`config.mk`:
```
export PLATFORM = sky130hd
export DESIGN_NAME = sparse_poly_term_merge_add_unit
export DESIGN_NICKNAME = d
export VERILOG_FILES = /design/src/hw/rtl/sptm_pkg.sv /design/src/hw/rtl/sparse_poly_term_merge_add_unit.sv
export SDC_FILE = /design/constraint.sdc
export NUM_CORES = 1
export LEC_CHECK = 0
export BUFFER_PORTS_ARGS = -buffer_cell sky130_fd_sc_hd__buf_2
export CORE_MARGIN = 5
export CORE_UTILIZATION = 30
export DETAILED_ROUTE_END_ITERATION = 7
export GPL_TIMING_DRIVEN = 1
export HOLD_SLACK_MARGIN = 0.1
export PLACE_DENSITY = 0.44
export SLEW_MARGIN = 20
export SYNTH_ARGS = -nofsm -noshare
export SYNTH_HDL_FRONTEND = slang
export SYNTH_SLANG_ARGS = --single-unit
export TNS_END_PERCENT = 5
```
`constraint.sdc`:
```
create_clock -name clock -period 8.1 [get_ports clock]
set_input_delay 1.62 -clock clock [delete_from_list [all_inputs] [get_ports clock]]
set_output_delay 1.62 -clock clock [all_outputs]
set_load 0.005 [all_outputs]
```
`src/hw/rtl/sptm_pkg.sv`:
```
// sptm_pkg: constants, command codes and term type for the sparse polynomial merge adder
// no dependencies; imported by sparse_poly_term_merge_add_unit

package sptm_pkg;

   // list depth and kept exponent bits
   localparam int DEPTH    = 16;
   localparam int EXP_BITS = 8;

   // fixed field widths of the channels
   localparam int CMD_W   = 2;
   localparam int COEFF_W = 16;
   localparam int TEXP_W  = 8;
   localparam int SUM_W   = COEFF_W + 1;

   // derived widths
   localparam int STORE_EXP_W = (EXP_BITS < TEXP_W) ? EXP_BITS : TEXP_W;
   localparam int IDX_W       = (DEPTH > 1) ? $clog2(DEPTH) : 1;
   localparam int CNT_W       = $clog2(DEPTH + 1);

   // command codes
   localparam logic [CMD_W-1:0] CMD_LOAD_FIRST  = 2'd0;
   localparam logic [CMD_W-1:0] CMD_LOAD_SECOND = 2'd1;
   localparam logic [CMD_W-1:0] CMD_RUN         = 2'd2;

   typedef struct packed {
      logic signed [COEFF_W-1:0] coeff;
      logic [STORE_EXP_W-1:0]    exp;
   } term_type;

endpackage

```
`src/hw/rtl/sparse_poly_term_merge_add_unit.sv`:
```
// sparse_poly_term_merge_add_unit: top level of the sparse polynomial adder (sorted merge)
// depends on sptm_pkg for widths, command codes and the stored term type
//
//   channel | dir | handshake            | payload
//   req     | in  | req_valid/req_ready  | cmd, term_coeff, term_exp
//   rsp     | out | rsp_valid/rsp_ready  | sum_coeff, sum_exp, last, empty_res
//
// a load transfer leaves the block idle, so it is ready again at once
// a run does one merge step per cycle through the single compare/add unit, unless the
//   output slot is busy, and then pushes the final term
// req_ready is low for the whole run; a stalled rsp channel holds the merge step
// synchronous active-high reset clears counts, sequencer and output valid;
//   the term stores hold no reset value

module sparse_poly_term_merge_add_unit (
   input  logic                                clock,
   input  logic                                reset,
   input  logic                                req_valid,
   output logic                                req_ready,
   input  logic [sptm_pkg::CMD_W-1:0]          req_cmd,
   input  logic signed [sptm_pkg::COEFF_W-1:0] req_term_coeff,
   input  logic [sptm_pkg::TEXP_W-1:0]         req_term_exp,
   output logic                                rsp_valid,
   input  logic                                rsp_ready,
   output logic signed [sptm_pkg::SUM_W-1:0]   rsp_sum_coeff,
   output logic [sptm_pkg::TEXP_W-1:0]         rsp_sum_exp,
   output logic                                rsp_last,
   output logic                                rsp_empty_res
);

   import sptm_pkg::*;

   localparam logic [0:0] ST_IDLE  = 1'b0;
   localparam logic [0:0] ST_MERGE = 1'b1;

   // term stores, one write port each, read at the walk index
   term_type first_terms_ff  [DEPTH];
   term_type second_terms_ff [DEPTH];

   logic [CNT_W-1:0] first_count_ff, first_count_in;
   logic [CNT_W-1:0] second_count_ff, second_count_in;
   logic [CNT_W-1:0] i_ff, i_in;
   logic [CNT_W-1:0] j_ff, j_in;
   logic [0:0]       state_ff, state_in;

   // one held-back term so that the final one can carry last
   logic                       pend_valid_ff, pend_valid_in;
   logic signed [SUM_W-1:0]    pend_coeff_ff, pend_coeff_in;
   logic [STORE_EXP_W-1:0]     pend_exp_ff, pend_exp_in;

   // output register
   logic                       rsp_valid_ff, rsp_valid_in;
   logic signed [SUM_W-1:0]    rsp_coeff_ff, rsp_coeff_in;
   logic [TEXP_W-1:0]          rsp_exp_ff, rsp_exp_in;
   logic                       rsp_last_ff, rsp_last_in;
   logic                       rsp_empty_ff, rsp_empty_in;

   logic     req_xfer;
   logic     load_first, load_second;
   term_type load_term;
   term_type a_term, b_term;
   logic     a_ok, b_ok;
   logic signed [SUM_W-1:0] a_ext, b_ext, ab_sum;
   logic     produce, advance, finish, slot_free, push;
   logic     step_i, step_j;
   logic signed [SUM_W-1:0] new_coeff;
   logic [STORE_EXP_W-1:0]  new_exp;

   assign req_ready = (state_ff == ST_IDLE);
   assign req_xfer  = req_valid && req_ready;

   assign load_term.coeff = req_term_coeff;
   assign load_term.exp   = req_term_exp[STORE_EXP_W-1:0];

   assign load_first  = req_xfer && (req_cmd == CMD_LOAD_FIRST)
                        && (first_count_ff < CNT_W'(DEPTH));
   assign load_second = req_xfer && (req_cmd == CMD_LOAD_SECOND)
                        && (second_count_ff < CNT_W'(DEPTH));

   always_ff @(posedge clock) begin
      if (load_first) begin
         first_terms_ff[first_count_ff[IDX_W-1:0]] <= load_term;
      end
      if (load_second) begin
         second_terms_ff[second_count_ff[IDX_W-1:0]] <= load_term;
      end
   end

   // shared compare/add unit: one merge step per cycle, unless the output slot is busy
   assign a_term = first_terms_ff[i_ff[IDX_W-1:0]];
   assign b_term = second_terms_ff[j_ff[IDX_W-1:0]];
   assign a_ok   = (i_ff < first_count_ff);
   assign b_ok   = (j_ff < second_count_ff);
   assign a_ext  = {a_term.coeff[COEFF_W-1], a_term.coeff};
   assign b_ext  = {b_term.coeff[COEFF_W-1], b_term.coeff};
   assign ab_sum = a_ext + b_ext;

   always_comb begin
      step_i    = 1'b0;
      step_j    = 1'b0;
      produce   = 1'b0;
      new_coeff = a_ext;
      new_exp   = a_term.exp;
      if (a_ok && b_ok) begin
         if (a_term.exp == b_term.exp) begin
            step_i    = 1'b1;
            step_j    = 1'b1;
            new_coeff = ab_sum;
            produce   = (ab_sum != '0);
         end else if (a_term.exp > b_term.exp) begin
            step_i  = 1'b1;
            produce = 1'b1;
         end else begin
            step_j    = 1'b1;
            produce   = 1'b1;
            new_coeff = b_ext;
            new_exp   = b_term.exp;
         end
      end else if (a_ok) begin
         step_i  = 1'b1;
         produce = 1'b1;
      end else if (b_ok) begin
         step_j    = 1'b1;
         produce   = 1'b1;
         new_coeff = b_ext;
         new_exp   = b_term.exp;
      end
   end

   assign slot_free = !rsp_valid_ff || rsp_ready;
   assign finish    = (state_ff == ST_MERGE) && !a_ok && !b_ok && slot_free;
   // a produced term displaces the held one, which needs the output slot
   assign advance   = (state_ff == ST_MERGE) && (a_ok || b_ok)
                      && (!produce || !pend_valid_ff || slot_free);
   assign push      = finish || (advance && produce && pend_valid_ff);

   // sequencer, walk indices and counts
   always_comb begin
      state_in        = state_ff;
      i_in            = i_ff;
      j_in            = j_ff;
      first_count_in  = first_count_ff;
      second_count_in = second_count_ff;
      pend_valid_in   = pend_valid_ff;
      pend_coeff_in   = pend_coeff_ff;
      pend_exp_in     = pend_exp_ff;
      case (state_ff)
         ST_IDLE: begin
            if (load_first) begin
               first_count_in = first_count_ff + CNT_W'(1);
            end
            if (load_second) begin
               second_count_in = second_count_ff + CNT_W'(1);
            end
            if (req_xfer && (req_cmd == CMD_RUN)) begin
               state_in      = ST_MERGE;
               i_in          = '0;
               j_in          = '0;
               pend_valid_in = 1'b0;
            end
         end
         ST_MERGE: begin
            if (advance) begin
               if (step_i) begin
                  i_in = i_ff + CNT_W'(1);
               end
               if (step_j) begin
                  j_in = j_ff + CNT_W'(1);
               end
               if (produce) begin
                  pend_valid_in = 1'b1;
                  pend_coeff_in = new_coeff;
                  pend_exp_in   = new_exp;
               end
            end
            if (finish) begin
               state_in        = ST_IDLE;
               first_count_in  = '0;
               second_count_in = '0;
               pend_valid_in   = 1'b0;
            end
         end
         default: begin
            state_in = ST_IDLE;
         end
      endcase
   end

   // output register: held term, or the empty marker at the end of an empty sum
   always_comb begin
      rsp_coeff_in = rsp_coeff_ff;
      rsp_exp_in   = rsp_exp_ff;
      rsp_last_in  = rsp_last_ff;
      rsp_empty_in = rsp_empty_ff;
      if (push) begin
         rsp_coeff_in = pend_valid_ff ? pend_coeff_ff : '0;
         rsp_exp_in   = pend_valid_ff ? TEXP_W'(pend_exp_ff) : '0;
         rsp_last_in  = finish;
         rsp_empty_in = finish && !pend_valid_ff;
      end
      if (push) begin
         rsp_valid_in = 1'b1;
      end else if (rsp_ready) begin
         rsp_valid_in = 1'b0;
      end else begin
         rsp_valid_in = rsp_valid_ff;
      end
   end

   always_ff @(posedge clock) begin
      if (reset) begin
         state_ff        <= ST_IDLE;
         first_count_ff  <= '0;
         second_count_ff <= '0;
         i_ff            <= '0;
         j_ff            <= '0;
         pend_valid_ff   <= 1'b0;
         rsp_valid_ff    <= 1'b0;
      end else begin
         state_ff        <= state_in;
         first_count_ff  <= first_count_in;
         second_count_ff <= second_count_in;
         i_ff            <= i_in;
         j_ff            <= j_in;
         pend_valid_ff   <= pend_valid_in;
         rsp_valid_ff    <= rsp_valid_in;
      end
   end

   always_ff @(posedge clock) begin
      pend_coeff_ff <= pend_coeff_in;
      pend_exp_ff   <= pend_exp_in;
      rsp_coeff_ff  <= rsp_coeff_in;
      rsp_exp_ff    <= rsp_exp_in;
      rsp_last_ff   <= rsp_last_in;
      rsp_empty_ff  <= rsp_empty_in;
   end

   assign rsp_valid     = rsp_valid_ff;
   assign rsp_sum_coeff = rsp_coeff_ff;
   assign rsp_sum_exp   = rsp_exp_ff;
   assign rsp_last      = rsp_last_ff;
   assign rsp_empty_res = rsp_empty_ff;

`ifndef SYNTH
   // a run transfer starts the merge walk
   a_run_starts: assert property (@(posedge clock) disable iff (reset)
      (req_valid && req_ready && (req_cmd == CMD_RUN)) |=> (state_ff == ST_MERGE))
      else $error("run transfer did not start merge");

   // walk indices never pass the list counts
   a_idx_bound: assert property (@(posedge clock) disable iff (reset)
      (state_ff == ST_MERGE) |-> ((i_ff <= first_count_ff) && (j_ff <= second_count_ff)))
      else $error("merge index beyond list count");

   // the empty marker is always a final, all-zero term
   a_empty_form: assert property (@(posedge clock) disable iff (reset)
      (rsp_valid && rsp_empty_res) |-> (rsp_last && (rsp_sum_coeff == '0)
                                        && (rsp_sum_exp == '0)))
      else $error("malformed empty result");

   // a finished run leaves both lists cleared
   a_lists_cleared: assert property (@(posedge clock) disable iff (reset)
      ((state_ff == ST_MERGE) ##1 (state_ff == ST_IDLE))
         |-> ((first_count_ff == '0) && (second_count_ff == '0)))
      else $error("lists not cleared after run");
`endif

endmodule
```
# Word-level counts from Yosys, hierarchy flattened
# Memories as Yosys holds them, arrays and structs flattened. A register that Yosys moved wholly into a read port is not among the register bits.
# Cells that the tools add are included.
word_totals:
  word_cells: 124
  reg_bits: 75
  output_inout_bits: 29
  memories: 2
  ramBits: 768
op_classes:
  n_reduce_logical: 34
  addsub: 5
  n_lt_le_gt_ge: 5
  eq_ne: 12
  bitwise_logic: 1
  n_mux: 52
mem_list:
  columns: ["memory", "words", "width", "read_ports", "rd_clocked_by_memory_dff", "write_ports", "line_no", "rtl"]
  rows:
  - ["first_terms_ff", 16, 24, 1, 1, 1, "sparse_poly_term_merge_add_unit.sv:37", "term_type first_terms_ff [DEPTH];"]
  - ["second_terms_ff", 16, 24, 1, 1, 1, "sparse_poly_term_merge_add_unit.sv:38", "term_type second_terms_ff [DEPTH];"]
op_table:
  columns: ["op", "n"]
  rows:
  - ["17-bit 2-to-1 mux", 5]
  - ["5-bit 2-to-1 mux", 8]
  - ["8-bit 2-to-1 mux", 5]
  - ["5-bit one-hot mux with 2 select lines", 4]
  - ["1-bit 2-to-1 mux", 24]
  - ["5-bit by 1-bit adder with 5-bit output (second input constant)", 4]
  - ["16-bit by 16-bit adder with 17-bit output", 1]
  - ["17-bit nonzero test", 1]
  - ["4-bit 2-to-1 mux", 4]
  - ["1-bit logical AND", 15]
  - ["2-bit by 1-bit inequality test with 1-bit output (second input constant)", 7]
  - ["3-bit AND reduction", 4]
  - ["5-bit < comparator", 2]
  - ["5-bit < comparator (second input constant)", 2]
  - ["8-bit equality test", 1]
  - ["8-bit > comparator", 1]
  - ["3-bit by 1-bit inequality test with 1-bit output (second input constant)", 2]
  - ["1-bit zero test", 5]
  - ["1-bit logical OR", 5]
  - ["1-bit one-hot mux with 2 select lines", 2]
  - ["2-bit AND reduction", 2]
  - ["2-bit by 1-bit equality test with 1-bit output (second input constant)", 1]
  - ["2-bit equality test (second input constant)", 1]
  - ["2-bit zero test", 1]
  - ["other kinds (2)", 2]

# Logic depth before layout (Yosys ltp)
logic_depth:
  word_depth: 12
  depth_mapped: 17
  depth_no_buf: 14

# Least setup slack after synthesis
# Ideal clock, no wire load.
synth_timing:
  path_type: "register -> register"
  from: "register with a tool-made name"
  to: "register rsp_empty_ff (netlist: rsp_empty_res) (enable)"
  setup_time_ns: 0.416
  path_stages_with_launch: 16
  path_slack_ns: 2.482
  t_required_ns: 7.684
  arrival_time_ns: 5.202
  path_cell_list: "dfxtp_1 -> clkbuf_1 -> clkbuf_1 -> buf_2 -> mux4_2 -> mux4_2 -> ha_1 -> buf_2 -> and4_1 -> o2111ai_1 -> o21bai_1 -> a31oi_1 -> xor2_1 -> or4_4 -> o21ai_1 -> o21ai_1"
synth_lines:
  columns: ["item", "line_no", "rtl"]
  rows:
  - ["to (signal assigned)", "sparse_poly_term_merge_add_unit.sv:236", "rsp_empty_ff <= rsp_empty_in;"]
  - ["to (decl)", "sparse_poly_term_merge_add_unit.sv:56", "logic rsp_empty_ff, rsp_empty_in;"]

==> metrics <==
status=finished, final reports clean; Die ar.=~0.12 sq mm; CP Max Fanout=39; wirelength, routed=88,000 um; vias per cell=~4.9; chip width=347 um; clk_lat worst skew=between 0.6 and 0.7 ns; Layout Skew=0.0216 ns; GPL Wtd Cong=0.873; Critical Path RT=roughly 8.2 ns; reg2reg setup slack=1.64 ns; post-DR wirelength/cell=26.4 um; Compound-Gate Fraction of Synth Area=2.99%; overall routing resource usage=roughly 15%; Worst-path clk slew=0.06 ns; reg2reg end=pend_exp_ff[7]; P per Cell Area=approximately 230 mW/mm^2; Worst Hold Depth=2; fin crit period=6.46 ns; Critical Path AT=roughly 6.5 ns; Post-Syn Instances=1,638; final worst setup slack=1.64 ns; Peak Freq=155 MHz; core area=0.112 sq mm; mapped cell area=0.0340 sq mm; layout cells sized above 1=29.5%; flops & latches, synth=851; clock buffer depth=3; kind of cell adding the most delay to the critical path=compound AO/OA/AOI/OAI gates; syn avg cell area=20.8 sq um; cells along the critical path=buf_4 > mux4_2 > mux4_2 > ha_1 > o21ai_1 > a211oi_1 > o211ai_1 > a211o_1 > a221oi_2 > nand3_1 > o21ai_1 > clkinv_1; Post-Synth Simple-Gate Area=3.42%; EDFF count, synth=820; Num CTS Buffers=92; largest family of logic cells by synthesized area=multiplexers; die height=347 um; Clock Power Share=44.2%; worst slack, placed=2.02 ns; Least-Margin Pin Slew=1.11 ns; Main synth FF type=edfxtp_1; Post-DP HPWL=49,900 um; P_leak=12.0 nW; Startpoint Class=flip-flop; Via Count=~16,000; Residual DRC=0; # resized after CTS=0; global-route wire length before repair=roughly 130,000 um; slowest stage delay, CP=about 0.93 ns; Layout Nets=between 1,500 and 2,000; initial antenna violation count=2; number of global-route vias before repair=about 17,000; remaining global-route overflow=0; fin. max-slew vios=0; critical path depth=12; CP endpoint kind=flip-flop; syn_nets=~1,700; max_slew headroom=25.5%; adder-cell share of the synthesized area=1.60%; RSZ-0062 raised after global routing=no; HP Start=first_count_ff[4]; Port Buf Inserts=58; # diodes=0; setup TNS=0 ns; combinational share of power=3.0%; DRT antenna net count=0; Seq/Total Area, Yosys=about three quarters; R2R cell count=12; final setup violation count=0; DRT iter0 DRCs=1,420; CTS Sinks=851; starting density of the core=30.2%; H-tree depth=3; clock root buffer=clkbuf_16; # Post-CTS Setup Buffers=0; mux share of post-synthesis cell area=16.1%; Int Pwr=7.31 mW; sequential share of power=around 53%; fin crit share=79.7%; DRT Pass-1 Iters=5; CTS tree=done; largest net degree at the start of global routing=52; sw frac=20.5%; path type of the worst setup path=flip-flop to flip-flop; # IOs=about 60; NetSw=1.88 mW; Unique masters post-synth=76; Worst path slowest cell=dfxtp_4; MaxCap Viol Count=0; Post-Synth XOR/XNOR Area=0.361%; Fin. Hold Viols=0; worst min path class=flip-flop to flip-flop; Hold Buf Count CTS=0; synth warn=0; Fin Hold WS=between 0.5 and 0.6 ns; Synth async-reset ratio=0%; Buf+Inv Stages, Crit Path=2; hold endpoint=first_count_ff[4]; FP Rows=123; worst vdd ir=0.000149 V; Area Growth Syn to Fin=16.2%
cells by family after synthesis:
group	after synthesis
mux	245
simple gates	230
compound gates	145
flops	851
fa+ha+maj	43
xor+xnor	14
buf+inv	110
flip-flops by register name, summed over array words and instances, names as in the netlist, named ones only:
signal	cells
first_count_ff	5
first_terms_ff	384
i_ff	5
j_ff	5
pend_coeff_ff	17
pend_exp_ff	8
pend_valid_ff	1
rsp_empty_res	1
rsp_last	1
rsp_sum_coeff	17
rsp_sum_exp	8
rsp_valid	1
second_count_ff	5
second_terms_ff	384
state_ff	1
synth_stat cells (all sizes together), types with 2 or more instances:
cell type / n / area [sq um]
inv: 32 / 120
a31oi: 4 / 25.0
a32oi: 4 / 35.0
a211oi: 5 / 42.5
or4b: 2 / 20.0
nor2: 62 / 240
and2: 27 / 169
a22oi: 12 / 90.1
xor2: 7 / 61.3
nand2: 53 / 199
xnor2: 7 / 61.3
o21ai: 40 / 200
or2: 6 / 37.5
mux4: 240 / 5410
nand2b: 7 / 46.3
a21oi: 27 / 143
mux2i: 2 / 20.0
o311ai: 3 / 26.3
a2111oi: 2 / 23.8
a41o: 2 / 20.0
nor3: 23 / 115
mux2: 3 / 33.8
nor2b: 8 / 50.1
nand3b: 2 / 15.0
clkbuf: 42 / 158
nor4b: 2 / 17.5
ha: 42 / 526
and4: 2 / 17.5
buf: 35 / 163
nand3: 15 / 75.1
o21bai: 2 / 15.0
o22ai: 3 / 32.5
edfxtp: 820 / 24600
o21a: 6 / 46.3
dfxtp: 31 / 621
o31ai: 4 / 35.0
or3: 5 / 36.3
nand4: 8 / 56.3
o2111ai: 2 / 17.5
a32o: 10 / 100
a21o: 3 / 22.5
o211ai: 6 / 45.0
nor3b: 2 / 15.0
or4: 3 / 30.0
area by class of cell:
cell class	count	area, sq um
repair buffers	107	756
clock buffers	118	2480
fillers	10400	73000
multi-input cells	677	8540
inverters	33	124
flip-flops and latches	851	25300
well taps	1500	1880
clock inverters	48	439
power groups by stage:
stage	registers, mW	clock network, mW	logic [mW]
3_5_place_dp	4.95	0	0.276
2_1_floorplan	4.94	0	0.143
4_1_cts	4.86	4.19	0.278
6_report	4.85	4.06	0.277
3_3_place_gp	4.95	0	0.270
5_1_grt	4.85	4.36	0.303
metal layers:
metal	track usage, %	share of wire (%)	vias up	wire length [um]
met5	0	0	-	0
met4	4.23	2.5	0	2200
met3	2.26	4.5	112	3950
met2	23.3	47	407	41500
met1	20.6	46	8875	40300
li1	-	-	7091	-
worst reg2reg max path, cell delays in order, from the launching register on:
cell	delay (ns)
dfxtp_4	0.93
buf_4	0.60
mux4_2	0.60
mux4_2	0.53
ha_1	0.47
o21ai_1	0.15
a211oi_1	0.31
o211ai_1	0.19
a211o_1	0.36
a221oi_2	0.31
nand3_1	0.12
o21ai_1	0.38
clkinv_1	0.93
per-stage QoR:
stage	instance area (sq um)	utilization, %	power, mW	cells
finish	39500	35.1	9.19	3334
global route	39500	35.1	9.51	3334
CTS	39400	35.0	9.32	3331
detailed placement	36500	32.4	5.23	3165
global placement	36500	32.4	5.22	3164
floorplan	34000	-	5.08	1638
how the worst max path moves through the flow:
| stage | end | slack, ns |
|---|---|---|
| 6_report | pend_exp_ff[7] | 1.64 |
| 5_1_grt | pend_exp_ff[7] | 1.09 |
| 4_1_cts | pend_exp_ff[7] | 2.00 |
| 3_5_place_dp | pend_exp_ff[4] | 2.02 |
| 3_3_place_gp | pend_exp_ff[2] | 2.14 |
| 2_1_floorplan | rsp_empty_res | 2.48 |
placed cells by master, fill, tap and decap left out, drive strengths merged, types with 4 or more instances in the layout:
cell type / instances
a211oi: 5
a21oi: 27
a22oi: 12
a31oi: 4
a32o: 10
a32oi: 4
and2: 27
buf: 107
bufinv: 7
clkbuf: 118
clkinv: 39
dfxtp: 31
edfxtp: 820
ha: 42
inv: 32
mux4: 240
nand2: 53
nand2b: 7
nand3: 15
nand4: 8
nor2: 62
nor2b: 8
nor3: 23
o211ai: 6
o21a: 6
o21ai: 40
o31ai: 4
or2: 6
or3: 5
xnor2: 7
xor2: 7
Note: power is estimated with default switching activity, not from simulation.
